$ cat src/rtl/core/assert_macros.svh
// ---------------------------------------------------------------------------
// Assertion macros
// Shared concurrent assertion forms, clocked on i_clk and held off in reset.
// ---------------------------------------------------------------------------
`ifndef ASSERT_MACROS_SVH
`define ASSERT_MACROS_SVH

// Same-cycle implication: the consequent holds in the cycle of the antecedent.
`define ASSERT_IMPL(label, ante, cons) \
    label: assert property (@(posedge i_clk) disable iff (!i_rst_n) (ante) |-> (cons)) \
        else $error("assertion failed: same-cycle implication");

// Next-cycle implication: the consequent holds in the cycle after the antecedent.
`define ASSERT_NEXT(label, ante, cons) \
    label: assert property (@(posedge i_clk) disable iff (!i_rst_n) (ante) |=> (cons)) \
        else $error("assertion failed: next-cycle implication");

`endif

$ cat src/rtl/core/swom_pkg.sv
`timescale 1ns / 1ps
// ---------------------------------------------------------------------------
// Oscillator mixer package
// Bank size, memory layout, state encoding and request codes.
// ---------------------------------------------------------------------------
package swom_pkg;

    // Number of oscillators in the bank.
    localparam int OSC_COUNT = 16;
    // Address width of the oscillator memory.
    localparam int ADDR_W    = (OSC_COUNT > 1) ? $clog2(OSC_COUNT) : 1;
    // Address of the last oscillator in the bank.
    localparam logic [ADDR_W-1:0] OSC_LAST = ADDR_W'(OSC_COUNT - 1);
    // Bank size as a 9-bit value, for the range check on set requests.
    localparam logic [8:0] IDX_LIMIT = 9'(OSC_COUNT);

    // Request action codes.
    localparam logic ACT_SET  = 1'b0;
    localparam logic ACT_TICK = 1'b1;

    // Configuration register indexes.
    localparam logic CFG_STEREO = 1'b0;
    localparam logic CFG_STEP   = 1'b1;

    // One memory entry: level, half-period wrap and phase counter.
    typedef struct packed {
        logic signed [15:0] level;
        logic [31:0]        wrap;
        logic [31:0]        phase;
    } t_osc_entry;

    localparam int ENTRY_W = $bits(t_osc_entry);

    // Result of advancing one oscillator by one tick.
    typedef struct packed {
        logic               active;
        logic signed [15:0] level;
        logic [31:0]        phase;
    } t_osc_upd;

    // Sequencer states.
    typedef enum logic [1:0] {
        ST_IDLE,
        ST_SCAN,
        ST_DRAIN,
        ST_MIX
    } t_state;

endpackage

$ cat src/rtl/core/swom_in_if.sv
`timescale 1ns / 1ps
// ---------------------------------------------------------------------------
// Request channel
// Valid/ready channel carrying set and tick requests into the mixer.
// ---------------------------------------------------------------------------
interface swom_in_if;
    logic               valid;
    logic               ready;
    logic               action;
    logic [3:0]         osc_index;
    logic signed [15:0] amplitude;
    logic [31:0]        wrap_count;

    modport source (output valid, action, osc_index, amplitude, wrap_count, input ready);
    modport sink   (input valid, action, osc_index, amplitude, wrap_count, output ready);
endinterface

$ cat src/rtl/core/swom_out_if.sv
`timescale 1ns / 1ps
// ---------------------------------------------------------------------------
// Sample channel
// Valid/ready channel carrying mixed samples out of the mixer.
// ---------------------------------------------------------------------------
interface swom_out_if;
    logic               valid;
    logic               ready;
    logic signed [15:0] sample;
    logic               channel;
    logic               last_of_frame;

    modport source (output valid, sample, channel, last_of_frame, input ready);
    modport sink   (input valid, sample, channel, last_of_frame, output ready);
endinterface

$ cat src/rtl/core/swom_ram.sv
`timescale 1ns / 1ps
// ---------------------------------------------------------------------------
// Generic RAM
// One write port and one read port with registered read data.
// ---------------------------------------------------------------------------
module swom_ram #(
    parameter int  WIDTH = 8,
    parameter int  DEPTH = 16,
    localparam int AW    = (DEPTH > 1) ? $clog2(DEPTH) : 1
) (
    input  logic             i_clk,
    input  logic             i_we,
    input  logic [AW-1:0]    i_waddr,
    input  logic [WIDTH-1:0] i_wdata,
    input  logic [AW-1:0]    i_raddr,
    output logic [WIDTH-1:0] o_rdata
);

    logic [WIDTH-1:0] r_mem [DEPTH];
    logic [WIDTH-1:0] r_rdata;

    // Write port and registered read port.
    always_ff @(posedge i_clk) begin
        if (i_we) begin
            r_mem[i_waddr] <= i_wdata;
        end
        r_rdata <= r_mem[i_raddr];
    end

    assign o_rdata = r_rdata;

endmodule

$ cat src/rtl/core/swom_osc_step.sv
`timescale 1ns / 1ps
// ---------------------------------------------------------------------------
// Oscillator step
// Advances one oscillator's phase by the step and flips its level on wrap.
// ---------------------------------------------------------------------------
module swom_osc_step (
    input  logic                  i_entry_vld,
    input  swom_pkg::t_osc_entry  i_entry,
    input  logic [31:0]           i_step,
    output swom_pkg::t_osc_upd    o_upd
);
    import swom_pkg::*;

    logic signed [15:0] level;
    logic [31:0]        phase_sum;
    logic               wrapped;

    // An entry never written reads as silent.
    assign level = i_entry_vld ? i_entry.level : 16'sd0;

    // Advance the phase modulo 2^32 and test against the wrap value.
    assign phase_sum = i_entry.phase + i_step;
    assign wrapped   = (phase_sum >= i_entry.wrap);

    // The most negative level negates to itself in 16 bits.
    always_comb begin
        o_upd.active = (level != 16'sd0);
        o_upd.phase  = wrapped ? (phase_sum - i_entry.wrap) : phase_sum;
        o_upd.level  = wrapped ? -level : level;
    end

endmodule

$ cat src/rtl/core/square_wave_oscillator_mixer.sv
`timescale 1ns / 1ps
// ---------------------------------------------------------------------------
// Square-wave oscillator mixer
// Bank of square-wave oscillators held in one RAM and mixed per tick.
// ---------------------------------------------------------------------------
// Usage:
// Requests arrive on i_req. A set request loads one oscillator's amplitude
// and wrap value and clears its phase; it gives no sample. A tick request
// scans the bank one oscillator per cycle through the one read port and one
// write port of the state RAM, then gives the mix as its first sample on o_res.
// In stereo mode a tick gives two samples, left then right; otherwise one.
// The last sample of a tick carries last_of_frame.
// Configuration (stereo mode, count step) is written through i_cfg_we; the
// user must write it only while the block is idle, which the block itself
// does not enforce. After reset every oscillator is silent, stereo mode is
// off and the step is one; per-entry valid bits stand in for clearing the RAM.
// When the receiver stalls, the output register holds the sample. In mono
// mode a new request is still taken, but a tick does not finish until the
// register frees; in stereo mode requests wait until the left sample has gone.
// ---------------------------------------------------------------------------
`include "assert_macros.svh"

module square_wave_oscillator_mixer (
    input  logic        i_clk,
    input  logic        i_rst_n,
    input  logic        i_cfg_we,
    input  logic        i_cfg_idx,
    input  logic [31:0] i_cfg_data,
    swom_in_if.sink     i_req,
    swom_out_if.source  o_res
);
    import swom_pkg::*;

    // Control and configuration registers.
    t_state                 r_state, n_state;
    logic                   r_stereo;
    logic [31:0]            r_step;
    logic [ADDR_W-1:0]      r_idx;
    logic                   r_vld1;
    logic [ADDR_W-1:0]      r_idx1;
    logic [OSC_COUNT-1:0]   r_osc_vld;
    logic signed [15:0]     r_sum;

    // Output register.
    logic                   r_out_vld;
    logic signed [15:0]     r_out_sample;
    logic                   r_out_chan;
    logic                   r_out_last;
    logic                   r_right_pend;

    // Datapath signals.
    logic                   in_ready;
    logic                   req_take;
    logic                   tick_take;
    logic                   set_take;
    logic                   out_take;
    logic                   mix_load;
    logic                   ram_we;
    logic [ADDR_W-1:0]      ram_waddr;
    t_osc_entry             ram_wdata;
    t_osc_entry             ram_rdata;
    t_osc_upd               upd;
    logic signed [15:0]     mixed;

    assign req_take  = i_req.valid && in_ready;
    assign tick_take = req_take && (i_req.action == ACT_TICK);
    assign set_take  = req_take && (i_req.action == ACT_SET)
                       && ({5'b0, i_req.osc_index} < IDX_LIMIT);
    assign out_take  = r_out_vld && o_res.ready;
    assign mixed     = {r_sum[14:0], 1'b0};

    // Next-state logic of the scan sequencer.
    always_comb begin
        n_state = r_state;
        unique case (r_state)
            ST_IDLE: begin
                if (tick_take) begin
                    n_state = ST_SCAN;
                end
            end
            ST_SCAN: begin
                if (r_idx == OSC_LAST) begin
                    n_state = ST_DRAIN;
                end
            end
            ST_DRAIN: begin
                n_state = ST_MIX;
            end
            ST_MIX: begin
                if (!r_out_vld || out_take) begin
                    n_state = ST_IDLE;
                end
            end
            default: begin
                n_state = ST_IDLE;
            end
        endcase
    end

    // Sequencer outputs.
    always_comb begin
        in_ready = 1'b0;
        mix_load = 1'b0;
        unique case (r_state)
            ST_IDLE: begin
                in_ready = !r_right_pend;
            end
            ST_MIX: begin
                mix_load = !r_out_vld || out_take;
            end
            ST_SCAN, ST_DRAIN: begin
                in_ready = 1'b0;
            end
            default: begin
                in_ready = 1'b0;
            end
        endcase
    end

    // Oscillator state memory.
    swom_ram #(
        .WIDTH (ENTRY_W),
        .DEPTH (OSC_COUNT)
    ) u_ram (
        .i_clk   (i_clk),
        .i_we    (ram_we),
        .i_waddr (ram_waddr),
        .i_wdata (ram_wdata),
        .i_raddr (r_idx),
        .o_rdata (ram_rdata)
    );

    // Per-oscillator update on the entry read in the previous cycle.
    swom_osc_step u_step (
        .i_entry_vld (r_osc_vld[r_idx1]),
        .i_entry     (ram_rdata),
        .i_step      (r_step),
        .o_upd       (upd)
    );

    // Write port: set requests when idle, write-back of active oscillators
    // during the scan. Reads run one entry ahead of writes, so they never meet.
    always_comb begin
        ram_we    = 1'b0;
        ram_waddr = r_idx1;
        ram_wdata = '{level: upd.level, wrap: ram_rdata.wrap, phase: upd.phase};
        if (set_take) begin
            ram_we    = 1'b1;
            ram_waddr = ADDR_W'(i_req.osc_index);
            ram_wdata = '{level: i_req.amplitude, wrap: i_req.wrap_count, phase: 32'd0};
        end else if (r_vld1 && upd.active) begin
            ram_we    = 1'b1;
        end
    end

    // Sequencer, configuration and valid-bit registers.
    always_ff @(posedge i_clk) begin
        if (!i_rst_n) begin
            r_state   <= ST_IDLE;
            r_stereo  <= 1'b0;
            r_step    <= 32'd1;
            r_idx     <= '0;
            r_vld1    <= 1'b0;
            r_osc_vld <= '0;
        end else begin
            r_state <= n_state;
            r_vld1  <= (r_state == ST_SCAN);
            if (i_cfg_we) begin
                unique case (i_cfg_idx)
                    CFG_STEREO: r_stereo <= i_cfg_data[0];
                    CFG_STEP:   r_step   <= i_cfg_data;
                    default:    r_step   <= r_step;
                endcase
            end
            if (tick_take) begin
                r_idx <= '0;
            end else if (r_state == ST_SCAN) begin
                r_idx <= r_idx + 1'b1;
            end
            if (set_take) begin
                r_osc_vld[ADDR_W'(i_req.osc_index)] <= 1'b1;
            end
        end
    end

    // Pipeline address and running sum of the mix.
    always_ff @(posedge i_clk) begin
        r_idx1 <= r_idx;
        if (tick_take) begin
            r_sum <= 16'sd0;
        end else if (r_vld1 && upd.active) begin
            r_sum <= r_sum + upd.level;
        end
    end

    // Output register with a pending right-channel sample in stereo mode.
    always_ff @(posedge i_clk) begin
        if (!i_rst_n) begin
            r_out_vld    <= 1'b0;
            r_right_pend <= 1'b0;
        end else begin
            priority if (mix_load) begin
                r_out_vld    <= 1'b1;
                r_out_sample <= mixed;
                r_out_chan   <= 1'b0;
                r_out_last   <= !r_stereo;
                r_right_pend <= r_stereo;
            end else if (r_right_pend && out_take) begin
                r_out_vld    <= 1'b1;
                r_out_chan   <= 1'b1;
                r_out_last   <= 1'b1;
                r_right_pend <= 1'b0;
            end else if (out_take) begin
                r_out_vld    <= 1'b0;
            end else begin
                r_out_vld    <= r_out_vld;
            end
        end
    end

    assign i_req.ready         = in_ready;
    assign o_res.valid         = r_out_vld;
    assign o_res.sample        = r_out_sample;
    assign o_res.channel       = r_out_chan;
    assign o_res.last_of_frame = r_out_last;

    // Checks on the sequencer and output register.
    `ASSERT_NEXT(a_tick_starts_scan, tick_take, r_state == ST_SCAN)
    `ASSERT_IMPL(a_right_needs_left, r_right_pend, r_out_vld && !r_out_chan)
    `ASSERT_IMPL(a_scan_write_piped, ram_we && (r_state != ST_IDLE), r_vld1)
    `ASSERT_IMPL(a_right_is_last, r_out_vld && r_out_chan, r_out_last)

endmodule
$ cat src/flat_wrapper.sv
// flat-port wrapper written by rule: the top's interface ports become plain ports
module square_wave_oscillator_mixer_flat import swom_pkg::*;
  (i_clk, i_rst_n, i_cfg_we, i_cfg_idx, i_cfg_data, i_req_valid, i_req_action, i_req_osc_index, i_req_amplitude, i_req_wrap_count, i_req_ready, o_res_valid, o_res_sample, o_res_channel, o_res_last_of_frame, o_res_ready);
  swom_in_if i_req_i ();
  swom_out_if o_res_i ();
  input  logic i_clk;
  input  logic i_rst_n;
  input  logic i_cfg_we;
  input  logic i_cfg_idx;
  input  logic [31:0] i_cfg_data;
  input wire logic [$bits(i_req_i.valid)-1:0] i_req_valid;
  input wire logic [$bits(i_req_i.action)-1:0] i_req_action;
  input wire logic [$bits(i_req_i.osc_index)-1:0] i_req_osc_index;
  input wire logic [$bits(i_req_i.amplitude)-1:0] i_req_amplitude;
  input wire logic [$bits(i_req_i.wrap_count)-1:0] i_req_wrap_count;
  output wire logic [$bits(i_req_i.ready)-1:0] i_req_ready;
  output wire logic [$bits(o_res_i.valid)-1:0] o_res_valid;
  output wire logic [$bits(o_res_i.sample)-1:0] o_res_sample;
  output wire logic [$bits(o_res_i.channel)-1:0] o_res_channel;
  output wire logic [$bits(o_res_i.last_of_frame)-1:0] o_res_last_of_frame;
  input wire logic [$bits(o_res_i.ready)-1:0] o_res_ready;
  assign i_req_i.valid = i_req_valid;
  assign i_req_i.action = i_req_action;
  assign i_req_i.osc_index = i_req_osc_index;
  assign i_req_i.amplitude = i_req_amplitude;
  assign i_req_i.wrap_count = i_req_wrap_count;
  assign i_req_ready = i_req_i.ready;
  assign o_res_valid = o_res_i.valid;
  assign o_res_sample = o_res_i.sample;
  assign o_res_channel = o_res_i.channel;
  assign o_res_last_of_frame = o_res_i.last_of_frame;
  assign o_res_i.ready = o_res_ready;
  square_wave_oscillator_mixer u_core (.i_clk(i_clk), .i_rst_n(i_rst_n), .i_cfg_we(i_cfg_we), .i_cfg_idx(i_cfg_idx), .i_cfg_data(i_cfg_data), .i_req(i_req_i), .o_res(o_res_i));
endmodule
$ cat config.mk
export PLATFORM = sky130hd
export DESIGN_NAME = square_wave_oscillator_mixer_flat
export DESIGN_NICKNAME = d
export VERILOG_FILES = /design/src/rtl/core/swom_pkg.sv /design/src/rtl/core/swom_in_if.sv /design/src/rtl/core/swom_out_if.sv /design/src/rtl/core/swom_ram.sv /design/src/rtl/core/swom_osc_step.sv /design/src/rtl/core/square_wave_oscillator_mixer.sv /design/src/flat_wrapper.sv
export VERILOG_INCLUDE_DIRS = /design/src /design/src/rtl/core
export SDC_FILE = /design/constraint.sdc
export NUM_CORES = 2
export LEC_CHECK = 0
export BUFFER_PORTS_ARGS = -buffer_cell sky130_fd_sc_hd__buf_2
export CAP_MARGIN = 20
export CORE_ASPECT_RATIO = 1.2
export CORE_UTILIZATION = 25
export CTS_CLUSTER_DIAMETER = 120
export DETAILED_ROUTE_END_ITERATION = 10
export GPL_TIMING_DRIVEN = 0
export PLACE_DENSITY_LB_ADDON = 0.1
export SYNTH_ARGS = -nofsm -noshare
export SYNTH_HDL_FRONTEND = slang
export SYNTH_SLANG_ARGS = --single-unit
$ cat constraint.sdc
create_clock -name i_clk -period 6.3 [get_ports i_clk]
set_clock_uncertainty 0.1 [all_clocks]
set_input_delay 0.315 -clock i_clk [delete_from_list [all_inputs] [get_ports i_clk]]
set_output_delay 0.315 -clock i_clk [all_outputs]
set_load 0.05 [all_outputs]
======== Word level (Yosys, flattened, before mapping) ========
Memory sizes are Yosys's and may differ from the RTL's. A register that Yosys moved wholly into a read port is not among the register bits.
Index checks and enable logic that the tools add are counted.
storage, ports and cells
  memories kept ........................... 1
  bits of input ports ..................... 91
  flip-flop bits (word level) ............. 95
  bits in writable memories ............... 1280
  bits in latches ......................... 0
  logic and storage cells ................. 81
  ROM bits ................................ 0
cells by class
  shifts and indexed selects .............. 0
  muxes and demuxes ....................... 26
  bitwise gates (word level) .............. 4
  magnitude comparators ................... 4
  divide/modulo/power cells ............... 0
  multiply operators ...................... 0
  $add $sub $neg .......................... 5
  reduce and logical (&&, ||, !) cells .... 21
  equal/unequal tests ..................... 7
memory list
  name                words  bits a word  rd ports  clocked after memory_dff  wr ports  RTL line        source
  u_core.u_ram.r_mem  16     80           1         1                         1         swom_ram.sv:19  logic [WIDTH-1:0] r_mem [DEPTH];
operator list
  kind                 number
  $mux 80              1
  $add 32x32->32       1
  $ge 32x32->1         1
  $mux 16              2
  $mux 32              1
  $sub 32x32->32       1
  $add 16x16->16       1
  $neg 16->16          1
  $or 16x16->16        1
  $reduce_bool 16->1   1
  $mux 1               15
  $lt 4x5->1 const B   2
  $pmux 2 s4           1
  $reduce_and 2->1     4
  $logic_and 1x1->1    7
  $mux 2               3
  $ne 2x1->1 const B   3
  $add 4x1->4 const B  1
  $bmux 1 s4           1
  $demux 1 s4          1
  $eq 2x2->1 const B   2
  $eq 4x4->1 const B   1
  $ge 4x1->1 const B   1
  $mux 4               1
  9 further kinds      13

======== Logic depth before layout (Yosys ltp) ========
  depth in word-level cells ............... 9
  gate-level depth with buffers ........... 34
  gate-level depth less buffers ........... 32

======== Modules after synthesis ========
Synthesis repeated with hierarchy kept, for this count alone.
unflattened totals
  cells, all modules ...................... 3341
  area, all modules ....................... 58695.0 um2
by module, submodules not included
  module                        times used  area an instance (um2)  seq. area each (um2)  cells each
  swom_ram                      1           49422.4                 40038.4               2054
  square_wave_oscillator_mixer  1           4946.0                  2052.0                645
  swom_osc_step                 1           4326.6                  0.0                   642

======== Least setup slack after synthesis ========
OpenSTA, ideal clock, no wires.
  kind .................................... register to register
  start ................................... register u_core.r_state[0]
  end ..................................... memory u_core.u_ram.r_mem[0][0] (netlist name) (enable)
  arrival ................................. 5.864 ns
  data required time ...................... 5.681 ns
  cell stages (with the launch flop) ...... 10
  library setup time ...................... 0.519 ns
  setup slack ............................. -0.183 ns
  period minus slack after synthesis ...... 6.483 ns
  path through ............................ dfxtp_1 inv_1 ha_1 nor2b_1 nand2_1 or2_2 clkbuf_1 or3_1 o31a_1 nor2_1
on the way
  cells in the longest elaborated chain, start to end .. 7
RTL lines
  element                       RTL line                             source
  start, declared               square_wave_oscillator_mixer.sv:35   t_state r_state, n_state;
  start signal, assigned        square_wave_oscillator_mixer.sv:166  r_state <= n_state;
  $logic_not 2->1 (*)           square_wave_oscillator_mixer.sv:104  unique case (r_state)
  $mux 1 (*)                    square_wave_oscillator_mixer.sv:104
  via i_req_ready               flat_wrapper.sv:16                   output wire logic [$bits(i_req_i.ready)-1:0] i_req_ready;
  $logic_and 1x1->1 (*)         square_wave_oscillator_mixer.sv:65   assign req_take = i_req.valid && in_ready;
  $logic_and 1x1->1 (*)         square_wave_oscillator_mixer.sv:67   assign set_take = req_take && (i_req.action == ACT_SET)
  $mux 1                        square_wave_oscillator_mixer.sv:147  if (set_take) begin
  $mux 1                        swom_ram.sv:24                       if (i_we) begin
  $mux 1 (implied by the code)  swom_ram.sv:25                       r_mem[i_waddr] <= i_wdata;
  end, declared                 swom_ram.sv:19
Mark *: on every way through the listed nets, which the timed path passes. The rest lies on a longest branch.

======== Worst setup path in the final report ========
  start ................................... register u_core.r_step[0]
  end ..................................... register u_core.r_sum[14]
on the way
  cells in the longest elaborated chain, start to end .. 4
RTL lines
  element                 RTL line                             source
  start, declared         square_wave_oscillator_mixer.sv:37   logic [31:0] r_step;
  start signal, assigned  square_wave_oscillator_mixer.sv:171  CFG_STEP: r_step <= i_cfg_data;
  start signal, assigned  square_wave_oscillator_mixer.sv:172  default: r_step <= r_step;
  $add 32x32->32          swom_osc_step.sv:22                  assign phase_sum = i_entry.phase + i_step;
  $ge 32x32->1            swom_osc_step.sv:23                  assign wrapped = (phase_sum >= i_entry.wrap);
  $mux 16                 swom_osc_step.sv:29                  o_upd.level = wrapped ? -level : level;
  $add 16x16->16          square_wave_oscillator_mixer.sv:192  r_sum <= r_sum + upd.level;
  end signal, assigned    square_wave_oscillator_mixer.sv:192
  end, declared           square_wave_oscillator_mixer.sv:42   logic signed [15:0] r_sum;
No other way between the ends.
A chain may end at the register's enable or synchronous reset.

==> qor.txt <==
==========================================================================================
Result of the run                                                             finished with violations
Violations in the final reports                                               negative setup slack
Kind of end point of the critical path                                           flip-flop
Hold_ws                                                                         0.05497 ns
Unique cell type count in the Yosys netlist                                             70
Post-Place Worst Slack                                                           -2.846 ns
Warning count from the yosys run                                                         0
Post-synthesis instance area                                                    58290 um^2
Fin. max-slew vios                                                                       0
Syn nets                                                                              3287
Post-Route Utilization                                                              31.60%
PD cells                                                                      424.2 nW/um^2
Iteration count of the initial detailed-routing pass                                     5
Post-synthesis instance total                                                         3107
Number of nets with antenna violations after routing                                     0
Min-delay worst type                                                          primary input to flip-flop
Kind of critical path                                                         flip-flop to flip-flop
Worst Tran Pin Value                                                              1.178 ns
Gr usage total                                                                      16.46%
Pin count of the biggest net entering global routing                                    20
Antenna violations before repair                                                        12
Ranking of synthesized cells by instance count                                1297 x sky130_fd_sc_hd__edfxtp_1, 405 x sky130_fd_sc_hd__mux4_2, 210 x sky130_fd_sc_hd__nand2_1, 168 x sky130_fd_sc_hd__nor2_1, 157 x sky130_fd_sc_hd__dfxtp_1
Port Buffers                                                                           109
Switching Power                                                                 0.009454 W
Hold path start                                                               i_req_amplitude[4]
Number of max-capacitance violations reported                                            0
Routed wire per std cell                                                          28.51 um
Area share of the leading cell type in the synthesized netlist                      66.81%
Maximum resistive drop on vdd                                                     209.4 uV
Leakage power of the design                                                       23.37 nW
Overall via count from detail_route                                                  31190
Clock Power Share                                                                    31.2%
Initial Utilization                                                                 25.22%
Critical path's top delay family                                              compound AO/OA/AOI/OAI gates
Req. time, crit path                                                               6.94 ns
Last weighted congestion value of the routability-driven placer                     0.7847
Final critical delay including setup and external delays                          6.361 ns
Synth async-reset ratio                                                                 0%
Combinational power share                                                            27.8%
Count of pins on the block boundary                                                    111
Number of flip-flops and latches in the synthesized netlist                           1454
Prevailing post-synth register cell                                           sky130_fd_sc_hd__edfxtp_1
Cell with the most instances after synthesis                                  sky130_fd_sc_hd__edfxtp_1
Buffers and inverters on the worst path                                                  3
Final #Nets                                                                           3848
Remaining DRCs                                                                           0
Final count of hold timing violations                                                    0
Peak Freq                                                                       0.1572 GHz
Total wire length                                                                 194.4 mm
Fraction of the yosys area taken by sequential cells                                72.21%
Sort of element at the start of the critical path                                flip-flop
Clock edge transition at the registers on the reported setup and hold paths        0.06 ns
Insertion delay to the later sink of the worst-skew pair                           0.82 ns
Final-layout fill cell count                                                         22180
Sequential power share                                                               41.0%
Register-to-Register Path Depth                                                         29
Area contributors post-synth                                                  sky130_fd_sc_hd__edfxtp_1 67%, sky130_fd_sc_hd__mux4_2 16%, sky130_fd_sc_hd__dfxtp_1 5.4%
Die W                                                                             442.8 um
Share of total power consumed by net switching                                      30.52%
Hold Path Stages                                                                         4
Global-route congestion overflow total                                                   0
Root Buffer                                                                   sky130_fd_sc_hd__clkbuf_16
Post-route setup slack                                                         -0.06080 ns
Setup repair after global routing missed its margin                                    yes
Data arrival time at the worst-slack endpoint                                      7.00 ns
Number of buffers between clock root and the deepest sink                                4
Count of endpoints failing setup in the final report                                     1
Half-perimeter wire length of the detailed placement result                       135.1 mm
Synth-to-layout area growth                                                         25.27%
CTS H-tree lvls                                                                          4
Violation count after the first detailed-routing iteration                            1994
Total number of clock tree sinks                                                      1454
Area of the placeable core                                                     231100 um^2
Part of the cycle the worst path needs                                              101.0%
Height of the chip                                                                531.0 um
Number of global-route vias before repair                                            33030
Fraction of final layout cells sized beyond drive strength 1                        30.29%
Critical Path Start                                                           u_core.r_step[0]
Maximum fanout encountered on the critical timing path                                   6
Total stage count of the critical path                                                  29
Count of flip-flops with a built-in enable after synthesis                            1297
Average vias per placed instance                                                     4.575
Die Outline Area                                                               235100 um^2
Start of the worst register-to-register path                                  u_core.r_step[0]
TritonCTS clock tree                                                                   yes
TritonCTS buffer count                                                                 168
Slowest cell on crit path                                                     sky130_fd_sc_hd__or4_1
First-pass GRT wire length                                                        269.7 mm
Number of placement rows                                                               193
Stage delay of the slowest cell on the critical path                               0.50 ns
Max-slew headroom                                                                   21.46%
Biggest area consumer among synthesized cells                                 sky130_fd_sc_hd__edfxtp_1
Mean instance size in the synthesized netlist                                   18.76 um^2
Int Pwr                                                                          0.02152 W
==========================================================================================
[cell usage in the layout (no fill, tap or decap), types with 15 or more instances in the layout]
| cell type | count |
|---|---|
| sky130_fd_sc_hd__a21o_1 | 28 |
| sky130_fd_sc_hd__a21oi_1 | 116 |
| sky130_fd_sc_hd__buf_1 | 30 |
| sky130_fd_sc_hd__buf_12 | 70 |
| sky130_fd_sc_hd__buf_16 | 18 |
| sky130_fd_sc_hd__buf_2 | 114 |
| sky130_fd_sc_hd__buf_4 | 70 |
| sky130_fd_sc_hd__buf_6 | 15 |
| sky130_fd_sc_hd__buf_8 | 42 |
| sky130_fd_sc_hd__clkbuf_1 | 128 |
| sky130_fd_sc_hd__clkbuf_16 | 174 |
| sky130_fd_sc_hd__clkbuf_8 | 27 |
| sky130_fd_sc_hd__clkinv_1 | 23 |
| sky130_fd_sc_hd__clkinv_2 | 21 |
| sky130_fd_sc_hd__dfxtp_1 | 149 |
| sky130_fd_sc_hd__dlygate4sd3_1 | 67 |
| sky130_fd_sc_hd__edfxtp_1 | 1297 |
| sky130_fd_sc_hd__ha_1 | 61 |
| sky130_fd_sc_hd__ha_4 | 18 |
| sky130_fd_sc_hd__inv_1 | 63 |
| sky130_fd_sc_hd__mux4_2 | 405 |
| sky130_fd_sc_hd__nand2_1 | 208 |
| sky130_fd_sc_hd__nand2b_1 | 17 |
| sky130_fd_sc_hd__nand3_1 | 16 |
| sky130_fd_sc_hd__nor2_1 | 145 |
| sky130_fd_sc_hd__nor2_4 | 19 |
| sky130_fd_sc_hd__nor3_1 | 21 |
| sky130_fd_sc_hd__o21ai_0 | 30 |
| sky130_fd_sc_hd__o21ai_1 | 44 |
| sky130_fd_sc_hd__xnor2_1 | 36 |
| sky130_fd_sc_hd__xor2_1 | 25 |
[registers in the layout (all words and copies together), names as in the netlist, 2 cells and up]
| name | count |
|---|---|
| u_core.o_res.sample | 15 |
| u_core.r_idx | 4 |
| u_core.r_idx1 | 4 |
| u_core.r_osc_vld | 16 |
| u_core.r_state | 2 |
| u_core.r_step | 32 |
| u_core.r_sum | 15 |
| u_core.u_ram.o_rdata | 80 |
| u_core.u_ram.r_mem | 1280 |
[per-stage QoR]
| stage | std cells | TNS [ns] | total power (W) | cell area, um^2 |
|---|---|---|---|---|
| 6_report | 6818 | -0.06080 | 0.03098 | 73030 |
| 2_1_floorplan | 3107 | -58.59 | 0.01748 | 58320 |
| 3_3_place_gp | 6238 | -8392.52 | 0.02043 | 62650 |
| 4_1_cts | 6800 | -0.08862 | 0.03130 | 72620 |
| 3_5_place_dp | 6411 | -961.50 | 0.02105 | 65680 |
| 5_1_grt | 6816 | -1.470 | 0.03234 | 73020 |
[final timing paths]
| path | end | slack (ns) |
|---|---|---|
| min | u_core.u_ram.r_mem[4][68] | 0.05 |
| min reg2reg | u_core.r_idx1[3] | 0.26 |
| max reg2reg | u_core.r_sum[14] | -0.06 |
| max | u_core.r_sum[14] | -0.06 |
[tightest hold or removal path, stage by stage]
cell and delay [ns]:
sky130_fd_sc_hd__buf_2 0.10, sky130_fd_sc_hd__nor2_1 0.04, sky130_fd_sc_hd__nor2_1 0.12, sky130_fd_sc_hd__clkbuf_8 0.21
[layout make-up]
cell class / instances / area [um^2] / area share (%)
tap: 3022 / 3781 / 5.178
buffer: 141 / 620.6 / 0.8498
clock inverter: 66 / 600.6 / 0.8224
inverter: 65 / 244.0 / 0.3341
antenna: 3 / 7.507 / 0.01028
clock buffer: 229 / 4758 / 6.516
multi-input combinational: 1446 / 16460 / 22.55
sequential: 1454 / 42110 / 57.66
timing repair buffer: 392 / 4443 / 6.084
[repair_timing]
item,4_1_cts,5_1_grt
resized for setup,136,53
endpoints found under the hold margin,245,3
setup endpoints to repair,734,109
pin swaps,51,49
hold buffers,65,2
buffers inserted,29,9
[logic make-up after synthesis]
logic type	Yosys count	share of synthesized area, %
flops	1454	72.21
simple gates	506	3.758
mux	419	15.91
compound gates	360	3.746
buf+inv	207	1.357
fa+ha+maj	89	1.949
xor+xnor	71	1.067
other cells	1	0.006433
[per-layer routing]
metal	GRT usage, %	up-vias	wire length, um	share of wire [%]
met5	0	-	0	0
met4	3.750	0	4444	2.3
met3	2.096	205	6286	3.2
met2	29.31	577	99510	51
met1	21.21	16760	84170	43
li1	-	13660	-	-
[power by group through the flow]
stage	combinational [W]	clock, W	sequential [W]
3_3_place_gp	0.00741	0	0.0130
3_5_place_dp	0.00816	0	0.0129
6_report	0.00863	0.00966	0.0127
4_1_cts	0.00865	0.00995	0.0127
5_1_grt	0.00936	0.0103	0.0127
2_1_floorplan	0.00464	0	0.0128
Power figures use the tool's default switching activity.
